`src/design/tcw_pkg.sv`:
```
// ----------------------------------------------------------------------------
// Text console character writer: shared types and constants
// Cell layout, command and character codes, register indexes, and the
// structs that pass between the sequencer, the screen store and the top level.
// ----------------------------------------------------------------------------
package tcw_pkg;

  localparam int CELL_W  = 16;
  localparam int CIDX_W  = 14;
  localparam int COL_W   = 7;
  localparam int ROW_W   = 6;
  localparam int COLS_W  = 8;
  localparam int LINES_W = 7;

  localparam logic [COLS_W-1:0]  COLS_MAX  = 8'd128;
  localparam logic [LINES_W-1:0] LINES_MAX = 7'd64;

  localparam logic CMD_PUT  = 1'b0;
  localparam logic CMD_READ = 1'b1;

  localparam logic [7:0] CHAR_NULL    = 8'h00;
  localparam logic [7:0] CHAR_TAB     = 8'h09;
  localparam logic [7:0] CHAR_NEWLINE = 8'h0A;
  localparam logic [7:0] CHAR_SPACE   = 8'h20;

  localparam logic [1:0] CFG_COLUMNS   = 2'd0;
  localparam logic [1:0] CFG_LINES     = 2'd1;
  localparam logic [1:0] CFG_FILL_ATTR = 2'd2;

  localparam logic [COLS_W-1:0]  COLUMNS_RESET   = 8'd80;
  localparam logic [LINES_W-1:0] LINES_RESET     = 7'd25;
  localparam logic [7:0]         FILL_ATTR_RESET = 8'd7;

  localparam logic [1:0] BE_NONE = 2'b00;
  localparam logic [1:0] BE_CHAR = 2'b01;
  localparam logic [1:0] BE_CELL = 2'b11;

  typedef enum logic [2:0] {
    ST_CLEAR,
    ST_IDLE,
    ST_READ,
    ST_STEP,
    ST_COPY,
    ST_FILL,
    ST_FINISH
  } state_t;

  typedef struct packed {
    logic [COLS_W-1:0]  cols;
    logic [LINES_W-1:0] lines;
    logic [7:0]         fill_attr;
  } cfg_t;

  typedef struct packed {
    logic              we;
    logic [1:0]        be;
    logic [CIDX_W-1:0] waddr;
    logic [CELL_W-1:0] wdata;
    logic [CIDX_W-1:0] raddr;
  } mem_req_t;

  typedef struct packed {
    logic [7:0]       cell_char;
    logic [7:0]       cell_attr;
    logic [COL_W-1:0] col;
    logic [ROW_W-1:0] row;
    logic             scrolled;
  } res_t;

endpackage

```
`src/design/tcw_ctrl.sv`:
```
// ----------------------------------------------------------------------------
// Text console character writer: sequencer
// Holds the cursor, breaks each item into cell writes, advances and newlines,
// runs the scroll copy and fill sweeps and the clearing pass over the store,
// and keeps the result register.
// ----------------------------------------------------------------------------
module tcw_ctrl #(
  parameter int SCREEN_CELLS = 2048,
  parameter int TAB_SPACES   = 5
) (
  input  logic                       clk,
  input  logic                       rst,
  input  logic                       in_valid,
  output logic                       in_stall,
  input  logic                       command,
  input  logic [7:0]                 char_code,
  input  logic [10:0]                read_address,
  output logic                       out_valid,
  input  logic                       out_stall,
  output tcw_pkg::res_t              res,
  input  tcw_pkg::cfg_t              cfg,
  output tcw_pkg::mem_req_t          mem_req,
  input  logic [tcw_pkg::CELL_W-1:0] mem_rdata
);
  import tcw_pkg::*;

  localparam int AW = $clog2(SCREEN_CELLS);
  localparam int TW = $clog2(TAB_SPACES + 1);
  localparam logic [CIDX_W-1:0] SC_LIM   = CIDX_W'(SCREEN_CELLS);
  localparam logic [AW-1:0]     CLR_LAST = AW'(SCREEN_CELLS - 1);

  state_t state, state_next;

  logic [AW-1:0]     clr_idx;
  logic [COL_W-1:0]  col, col_next;
  logic [ROW_W-1:0]  row, row_next;
  logic [TW-1:0]     writes_left, writes_left_next;
  logic              adv_left, adv_left_next;
  logic              nl_pending, nl_pending_next;
  logic [7:0]        wr_char;
  logic              scroll_flag;
  logic [CIDX_W-1:0] scr_n, scr_idx;
  logic              pend_valid;
  logic [CIDX_W-1:0] pend_dst;
  logic [CELL_W-1:0] res_cell;
  logic              read_ok;

  logic              accept, in_step;
  logic              op_write, op_adv, op_nl;
  logic [COL_W:0]    col_inc;
  logic [ROW_W:0]    row_inc;
  logic              wrap, do_nl, scroll_start, remaining;
  logic              out_free, finish_req, finish;
  logic [CIDX_W-1:0] cur_addr, scr_n_calc, copy_src, fill_dst;
  logic              copy_active, fill_last;
  logic [CELL_W-1:0] out_cell;

  assign accept   = (state == ST_IDLE) && in_valid;
  assign in_step  = (state == ST_STEP);
  assign out_free = !out_valid || !out_stall;

  always_comb begin
    op_write = in_step && (writes_left != '0);
    op_adv   = in_step && (writes_left == '0) && adv_left;
    op_nl    = in_step && (writes_left == '0) && !adv_left && nl_pending;

    col_inc      = {1'b0, col} + (COL_W+1)'(1);
    row_inc      = {1'b0, row} + (ROW_W+1)'(1);
    wrap         = (op_write || op_adv) && (col_inc >= cfg.cols);
    do_nl        = op_nl || wrap;
    scroll_start = do_nl && (row_inc >= cfg.lines);

    if (do_nl) begin
      col_next = '0;
    end else if (op_write || op_adv) begin
      col_next = col_inc[COL_W-1:0];
    end else begin
      col_next = col;
    end

    if (scroll_start) begin
      row_next = ROW_W'(cfg.lines - 7'd1);
    end else if (do_nl) begin
      row_next = row_inc[ROW_W-1:0];
    end else begin
      row_next = row;
    end

    writes_left_next = op_write ? writes_left - TW'(1) : writes_left;
    adv_left_next    = op_adv ? 1'b0 : adv_left;
    nl_pending_next  = op_nl ? 1'b0 : nl_pending;
    remaining        = (writes_left_next != '0) || adv_left_next || nl_pending_next;

    cur_addr    = CIDX_W'(row) * CIDX_W'(cfg.cols) + CIDX_W'(col);
    scr_n_calc  = CIDX_W'(cfg.lines - 7'd1) * CIDX_W'(cfg.cols);
    copy_src    = scr_idx + CIDX_W'(cfg.cols);
    fill_dst    = scr_n + scr_idx;
    copy_active = scr_idx < scr_n;
    fill_last   = scr_idx == CIDX_W'(cfg.cols - 8'd1);

    finish_req = (state == ST_READ) || (state == ST_FINISH)
              || (in_step && !scroll_start && !remaining)
              || ((state == ST_FILL) && fill_last && !remaining);
    finish     = finish_req && out_free;

    out_cell = (state == ST_READ) ? (read_ok ? mem_rdata : '0) : res_cell;
  end

  always_comb begin
    state_next = state;
    unique case (state)
      ST_CLEAR: begin
        if (clr_idx == CLR_LAST) state_next = ST_IDLE;
      end
      ST_IDLE: begin
        if (accept) state_next = (command == CMD_READ) ? ST_READ : ST_STEP;
      end
      ST_READ: begin
        state_next = finish ? ST_IDLE : ST_FINISH;
      end
      ST_STEP: begin
        if (scroll_start) begin
          state_next = ST_COPY;
        end else if (!remaining) begin
          state_next = finish ? ST_IDLE : ST_FINISH;
        end
      end
      ST_COPY: begin
        if (!copy_active) state_next = ST_FILL;
      end
      ST_FILL: begin
        if (fill_last) begin
          if (remaining) begin
            state_next = ST_STEP;
          end else begin
            state_next = finish ? ST_IDLE : ST_FINISH;
          end
        end
      end
      ST_FINISH: begin
        if (out_free) state_next = ST_IDLE;
      end
      default: state_next = ST_CLEAR;
    endcase
  end

  always_comb begin
    in_stall      = (state != ST_IDLE);
    mem_req.we    = 1'b0;
    mem_req.be    = BE_NONE;
    mem_req.waddr = '0;
    mem_req.wdata = '0;
    mem_req.raddr = CIDX_W'(read_address);
    unique case (state)
      ST_CLEAR: begin
        mem_req.we    = 1'b1;
        mem_req.be    = BE_CELL;
        mem_req.waddr = CIDX_W'(clr_idx);
      end
      ST_STEP: begin
        if (op_write && (cur_addr < SC_LIM)) begin
          mem_req.we    = 1'b1;
          mem_req.be    = BE_CHAR;
          mem_req.waddr = cur_addr;
          mem_req.wdata = {8'h00, wr_char};
        end
      end
      ST_COPY: begin
        mem_req.raddr = copy_src;
        if (pend_valid) begin
          mem_req.we    = 1'b1;
          mem_req.be    = BE_CELL;
          mem_req.waddr = pend_dst;
          mem_req.wdata = mem_rdata;
        end
      end
      ST_FILL: begin
        if (fill_dst < SC_LIM) begin
          mem_req.we    = 1'b1;
          mem_req.be    = BE_CELL;
          mem_req.waddr = fill_dst;
          mem_req.wdata = {cfg.fill_attr, CHAR_SPACE};
        end
      end
      ST_IDLE, ST_READ, ST_FINISH: begin
      end
      default: begin
      end
    endcase
  end

  always_ff @(posedge clk) begin
    if (rst) begin
      state       <= ST_CLEAR;
      clr_idx     <= '0;
      col         <= '0;
      row         <= '0;
      writes_left <= '0;
      adv_left    <= 1'b0;
      nl_pending  <= 1'b0;
      scroll_flag <= 1'b0;
      pend_valid  <= 1'b0;
      out_valid   <= 1'b0;
    end else begin
      state      <= state_next;
      pend_valid <= (state == ST_COPY) && copy_active && (copy_src < SC_LIM);

      if (state == ST_CLEAR) begin
        clr_idx <= clr_idx + AW'(1);
      end

      if (accept) begin
        scroll_flag <= 1'b0;
        res_cell    <= '0;
        read_ok     <= CIDX_W'(read_address) < SC_LIM;
        if (command == CMD_PUT) begin
          case (char_code)
            CHAR_NEWLINE: nl_pending <= 1'b1;
            CHAR_TAB: begin
              writes_left <= TW'(TAB_SPACES);
              adv_left    <= 1'b1;
              wr_char     <= CHAR_SPACE;
            end
            CHAR_NULL: begin
            end
            default: begin
              writes_left <= TW'(1);
              wr_char     <= char_code;
            end
          endcase
        end
      end

      if (in_step) begin
        col         <= col_next;
        row         <= row_next;
        writes_left <= writes_left_next;
        adv_left    <= adv_left_next;
        nl_pending  <= nl_pending_next;
        if (scroll_start) begin
          scroll_flag <= 1'b1;
          scr_n       <= scr_n_calc;
          scr_idx     <= '0;
        end
      end

      if (state == ST_COPY) begin
        pend_dst <= scr_idx;
        scr_idx  <= copy_active ? scr_idx + CIDX_W'(1) : '0;
      end

      if (state == ST_FILL) begin
        scr_idx <= scr_idx + CIDX_W'(1);
      end

      if (state == ST_READ) begin
        res_cell <= out_cell;
      end

      if (finish) begin
        out_valid <= 1'b1;
      end else if (!out_stall) begin
        out_valid <= 1'b0;
      end
    end
  end

  always_ff @(posedge clk) begin
    if (finish) begin
      res.cell_char <= out_cell[7:0];
      res.cell_attr <= out_cell[15:8];
      res.col       <= col_next;
      res.row       <= row_next;
      res.scrolled  <= scroll_flag;
    end
  end

endmodule

```
`config.mk`:
```
export PLATFORM = sky130hd
export DESIGN_NAME = tcw_ctrl
export DESIGN_NICKNAME = d
export VERILOG_FILES = /design/src/design/tcw_pkg.sv /design/src/design/tcw_ctrl.sv
export SDC_FILE = /design/constraint.sdc
export NUM_CORES = 1
export LEC_CHECK = 0
export ABC_AREA = 1
export BUFFER_PORTS_ARGS = -buffer_cell sky130_fd_sc_hd__buf_4
export CORE_MARGIN = 5
export CORE_UTILIZATION = 55
export DETAILED_ROUTE_END_ITERATION = 7
export MAX_ROUTING_LAYER = met4
export PLACE_DENSITY = 0.78
export SKIP_LAST_GASP = 1
export SLEW_MARGIN = 0
export SYNTH_ARGS = -nofsm -noshare
export SYNTH_HDL_FRONTEND = slang
export SYNTH_SLANG_ARGS = --single-unit
```
`constraint.sdc`:
```
create_clock -name clk -period 7.55 [get_ports clk]
set_input_delay 0.3775 -clock clk [delete_from_list [all_inputs] [get_ports clk]]
set_output_delay 0.3775 -clock clk [all_outputs]
set_load 0.01 [all_outputs]
```
==> results by group <==
Layout
  • Area grow syn2layout: 15.42%
  • Final Non-Filler Cells: 1977
  • Number of diodes: 0
  • Share of post-route cells with drive strength above 1: 0.1226
  • Number of nets in the layout: 1937

Synth
  • Post-synth cell types: 50
  • Area fraction in compound gates after synthesis: 0.08351
  • Number of storage elements in the synthesis netlist: 131
  • Async set-reset flop share out of synthesis: 0
  • Net Count, Synth: 1820
  • Post-synthesis mux area share: 0.001646
  • Post-synth top cells: sky130_fd_sc_hd__inv_1 (293), sky130_fd_sc_hd__nand2_1 (276), sky130_fd_sc_hd__nor2_1 (195)
  • Xor and xnor fraction of the mapped netlist area: 0.04536
  • Cell taking the most area after synthesis: sky130_fd_sc_hd__edfxtp_1
  • Cell Area, Synth: 0.01217 mm²
  • Top cells by area, synth: sky130_fd_sc_hd__edfxtp_1 (24%), sky130_fd_sc_hd__ha_1 (13%), sky130_fd_sc_hd__fa_1 (11%), sky130_fd_sc_hd__inv_1 (9.0%), sky130_fd_sc_hd__nand2_1 (8.5%)
  • Mean post-synth cell area: 7.764 µm²
  • Synth Area in Simple Gates: 0.2265
  • Dominant cell by count in the synthesized netlist: sky130_fd_sc_hd__inv_1
  • Number of flops mapped to enable cells by yosys: 96
  • Dominant combinational cell family by area after synthesis: adder cells
  • Most common flop cell mapped by yosys: sky130_fd_sc_hd__edfxtp_1
  • Share of the synthesized area in the top cell type: 0.2370
  • Adder-cell share of the synthesized area: 0.2374
  • Number of instances in the synthesized netlist: 1567
  • Warning count from the yosys run: 0
  • Sequential cell area fraction in the yosys report: 0.2946

Job
  • # Max-Cap Violations: 0

Detailed routing
  • DR iter-0 viols: 705
  • Avg Vias per Cell: 5.378
  • Final wirelength: 32200 µm
  • First-pass detailed-route iteration total: 7
  • Average wire length per cell after detail routing: 16.29 µm
  • Total number of vias: 10630
  • DRC Markers: 0
  • Antenna-violating nets left: 0

Timing
  • Clk_skew: 0.01567 ns
  • Max-Slew Margin vs Limit: 0.2127
  • Total count of max-transition violations in the final report: 0
  • Achievable clock frequency: 173.9 MHz
  • Total negative slack for setup checks: 0 ns
  • Fin crit period: 5.750 ns
  • Final Hold Fails: 0
  • Final number of setup-violating endpoints: 0
  • Slew @ Worst Pin: 1.177 ns
  • RSZ-0062 raised after global routing: no
  • Final cycle utilization of the critical path: 0.7615

Placement
  • Cell Count Post-Placement: 1945
  • Weighted congestion at the end of routability-driven global placement: 0.9392
  • Total half-perimeter wirelength after legalization and detailed placement: 25390 µm
  • Number of port buffers: 141

Global route
  • Aggregate global-route resource usage: 0.2603
  • Initial antenna violation count: 0
  • Number of global-route vias before repair: 10580
  • Leftover overflow at the end of global routing: 0
  • Wire length of the first global-routing pass: 52850 µm
  • Largest net degree at the start of global routing: 52

Clock tree
  • Maximum level of the CTS H-tree: 4
  • Number of hold-repair buffers added at the cts stage: 0
  • Clock-pin transition on the worst setup and hold timing paths: 0.06 ns
  • Clk root buf: sky130_fd_sc_hd__clkbuf_16
  • Clock Tree Buf Depth: 2
  • Number of buffers added by the clock tree synthesis step: 17
  • Clock tree from TritonCTS: built
  • Number of clock sinks seen by CTS: 131
  • Post-CTS repair timing setup buffer count: 0
  • Resize count post-CTS: 0
  • Source-to-sink clock delay at the later pin of the worst-skew pair: 0.43 ns

Setup path
  • Capturing point of the worst reg2reg path: res[3]$_DFFE_PP_
  • Number of cell instances on the worst register-to-register path: 16
  • Required time of the critical path: 7.17 ns
  • Worst flop-to-flop path startpoint: row[0]$_SDFFE_PP0P_
  • Worst reg-to-reg setup slack: 3.55 ns
  • Critical Path, Cell by Cell: nand2_1 > fa_1 > fa_1 > inv_1 > fa_1 > inv_1 > fa_1 > inv_1 > ha_1 > nand2_1 > nand2_1 > a21oi_1 > o21ai_0 > a21oi_1 > xor2_1 > nand2_1 > nor2_1 > buf_4 > nand3_1 > nand3b_1 > buf_4
  • Worst-path maximum fanout: 20
  • Type of origin of the critical path: register
  • CP delay by family, top: adder cells
  • Stage delay of the slowest cell on the critical path: 0.56 ns
  • CP Data Arrival Time: 5.37 ns
  • Capturing element type of the critical path: output port
  • Path type of the worst setup path: reg2out
  • Slowest cell on crit path: sky130_fd_sc_hd__dfxtp_1
  • Buffers and inverters on the worst path: 5

Floorplanning
  • Core region area: 0.02182 mm²
  • DIE AREA: 0.02519 mm²
  • Die span in y: 158.7 µm
  • Row cnt: 54
  • Top-level port count: 142
  • Initial cell density of the core: 0.5574
  • Width of the die: 158.7 µm

Hold path
  • Worst min-delay path class: in2reg
  • Start point of the worst hold path: char_code[4]
  • Instance count along the most critical hold path: 1
  • Hold-critical path endpoint: wr_char[4]$_SDFFCE_PP0P_

Pwr
  • Leakage Power: 7.109 nW
  • Largest vdd supply drop: 0.1453 mV
  • Power density over cell area: 158.6 mW/mm²

Outcome
  • Result of the run: finished, final reports clean
layout by cell type (no fill, tap or decap), types with 2 or more instances in the layout:
cell type / Yosys / final
sky130_fd_sc_hd__inv_1: 293 / 293
sky130_fd_sc_hd__nor3_2: 2 / 2
sky130_fd_sc_hd__o211ai_1: 2 / 2
sky130_fd_sc_hd__nor2_1: 195 / 195
sky130_fd_sc_hd__nor3_1: 31 / 31
sky130_fd_sc_hd__or2_2: 4 / 4
sky130_fd_sc_hd__a221oi_1: 4 / 4
sky130_fd_sc_hd__nand3_1: 85 / 85
sky130_fd_sc_hd__a31oi_1: 5 / 4
sky130_fd_sc_hd__nand2_4: 4 / 4
sky130_fd_sc_hd__xor2_1: 48 / 48
sky130_fd_sc_hd__buf_4: 1 / 149
sky130_fd_sc_hd__nand4_1: 13 / 13
sky130_fd_sc_hd__mux2i_1: 2 / 2
sky130_fd_sc_hd__clkinv_4: 0 / 4
sky130_fd_sc_hd__bufinv_16: 0 / 3
sky130_fd_sc_hd__o21ai_1: 2 / 2
sky130_fd_sc_hd__o31ai_1: 5 / 5
sky130_fd_sc_hd__nand2_1: 276 / 276
sky130_fd_sc_hd__fa_1: 68 / 68
sky130_fd_sc_hd__clkinv_2: 1 / 3
sky130_fd_sc_hd__clkbuf_16: 0 / 17
sky130_fd_sc_hd__nand2_2: 3 / 3
sky130_fd_sc_hd__inv_2: 5 / 5
sky130_fd_sc_hd__nand3b_1: 16 / 16
sky130_fd_sc_hd__clkinv_1: 6 / 7
sky130_fd_sc_hd__xnor2_1: 15 / 15
sky130_fd_sc_hd__edfxtp_1: 96 / 96
sky130_fd_sc_hd__o21ai_0: 79 / 79
sky130_fd_sc_hd__a211oi_1: 3 / 3
sky130_fd_sc_hd__a21oi_2: 2 / 2
sky130_fd_sc_hd__inv_6: 0 / 3
sky130_fd_sc_hd__a21o_1: 3 / 3
sky130_fd_sc_hd__o21bai_1: 3 / 3
sky130_fd_sc_hd__ha_1: 122 / 122
sky130_fd_sc_hd__a21oi_1: 71 / 71
sky130_fd_sc_hd__nor4_1: 4 / 4
sky130_fd_sc_hd__clkinvlp_4: 0 / 2
sky130_fd_sc_hd__dfxtp_1: 35 / 35
power breakdown:
group / switching (mW) / leakage (nW) / internal, mW
clock network: 0.340 / 0.292 / 0.521
logic: 0.330 / 5.68 / 0.225
registers: 0.00688 / 1.14 / 0.803
stage by stage:
stage	power [mW]	hold WS, ns	area [µm²]	setup WS (ns)	util
after floorplan	1.225	0.4086	12170	2.397	-
after global placement	1.359	0.4143	13440	2.116	0.6156
after detailed placement	1.378	0.4229	13440	2.002	0.6156
after CTS	2.234	0.1372	14040	1.772	0.6434
after global routing	2.347	0.1374	14040	1.428	0.6434
final	2.226	0.1358	14040	1.800	0.6434
layer usage:
layer | global-route usage | share of wire
met5 | - | 0
met3 | 0.04614 | 0.075
met4 | 0.08447 | 0.024
met1 | 0.3235 | 0.41
met2 | 0.4321 | 0.49
kinds of logic (layout without fill, tap and decap cells):
group	count (synthesis)	in the layout
adder cells (fa/ha/maj)	190	190
AO/OA/AOI/OAI	184	184
flip-flops	131	131
AND/OR/NAND/NOR	641	641
buffers and inverters	356	486
multiplexers	2	2
XOR/XNOR	63	63
final cells by class:
type / instances / area, µm²
clock inverter: 15 / 180.2
multi-input combinational: 1080 / 7237
fill: 1883 / 7782
sequential: 131 / 3583
clock buffer: 17 / 425.4
inverter: 305 / 1146
timing repair buffer: 149 / 1119
tap: 280 / 350.3
state kept, by name (all words and copies together), names as in the netlist, 3 cells and up:
signal	flops
clr_idx	11
res	30
row	6
scr_idx	14
wr_char	8
pend_dst	14
scr_n	14
res_cell	16
writes_left	3
col	7
state	3
worst max path at each step:
stage	start	to	depth (start not counted)
2_1_floorplan	cfg[8]	scr_n[13]$_DFFE_PP_	24
3_3_place_gp	cfg[8]	scr_n[13]$_DFFE_PP_	24
3_5_place_dp	cfg[8]	scr_n[13]$_DFFE_PP_	24
4_1_cts	row[2]$_SDFFE_PP0P_	mem_req[30]	23
5_1_grt	row[0]$_SDFFE_PP0P_	mem_req[30]	23
6_report	row[4]$_SDFFE_PP0P_	mem_req[30]	21
No activity file was read; power rests on OpenSTA's default activity.
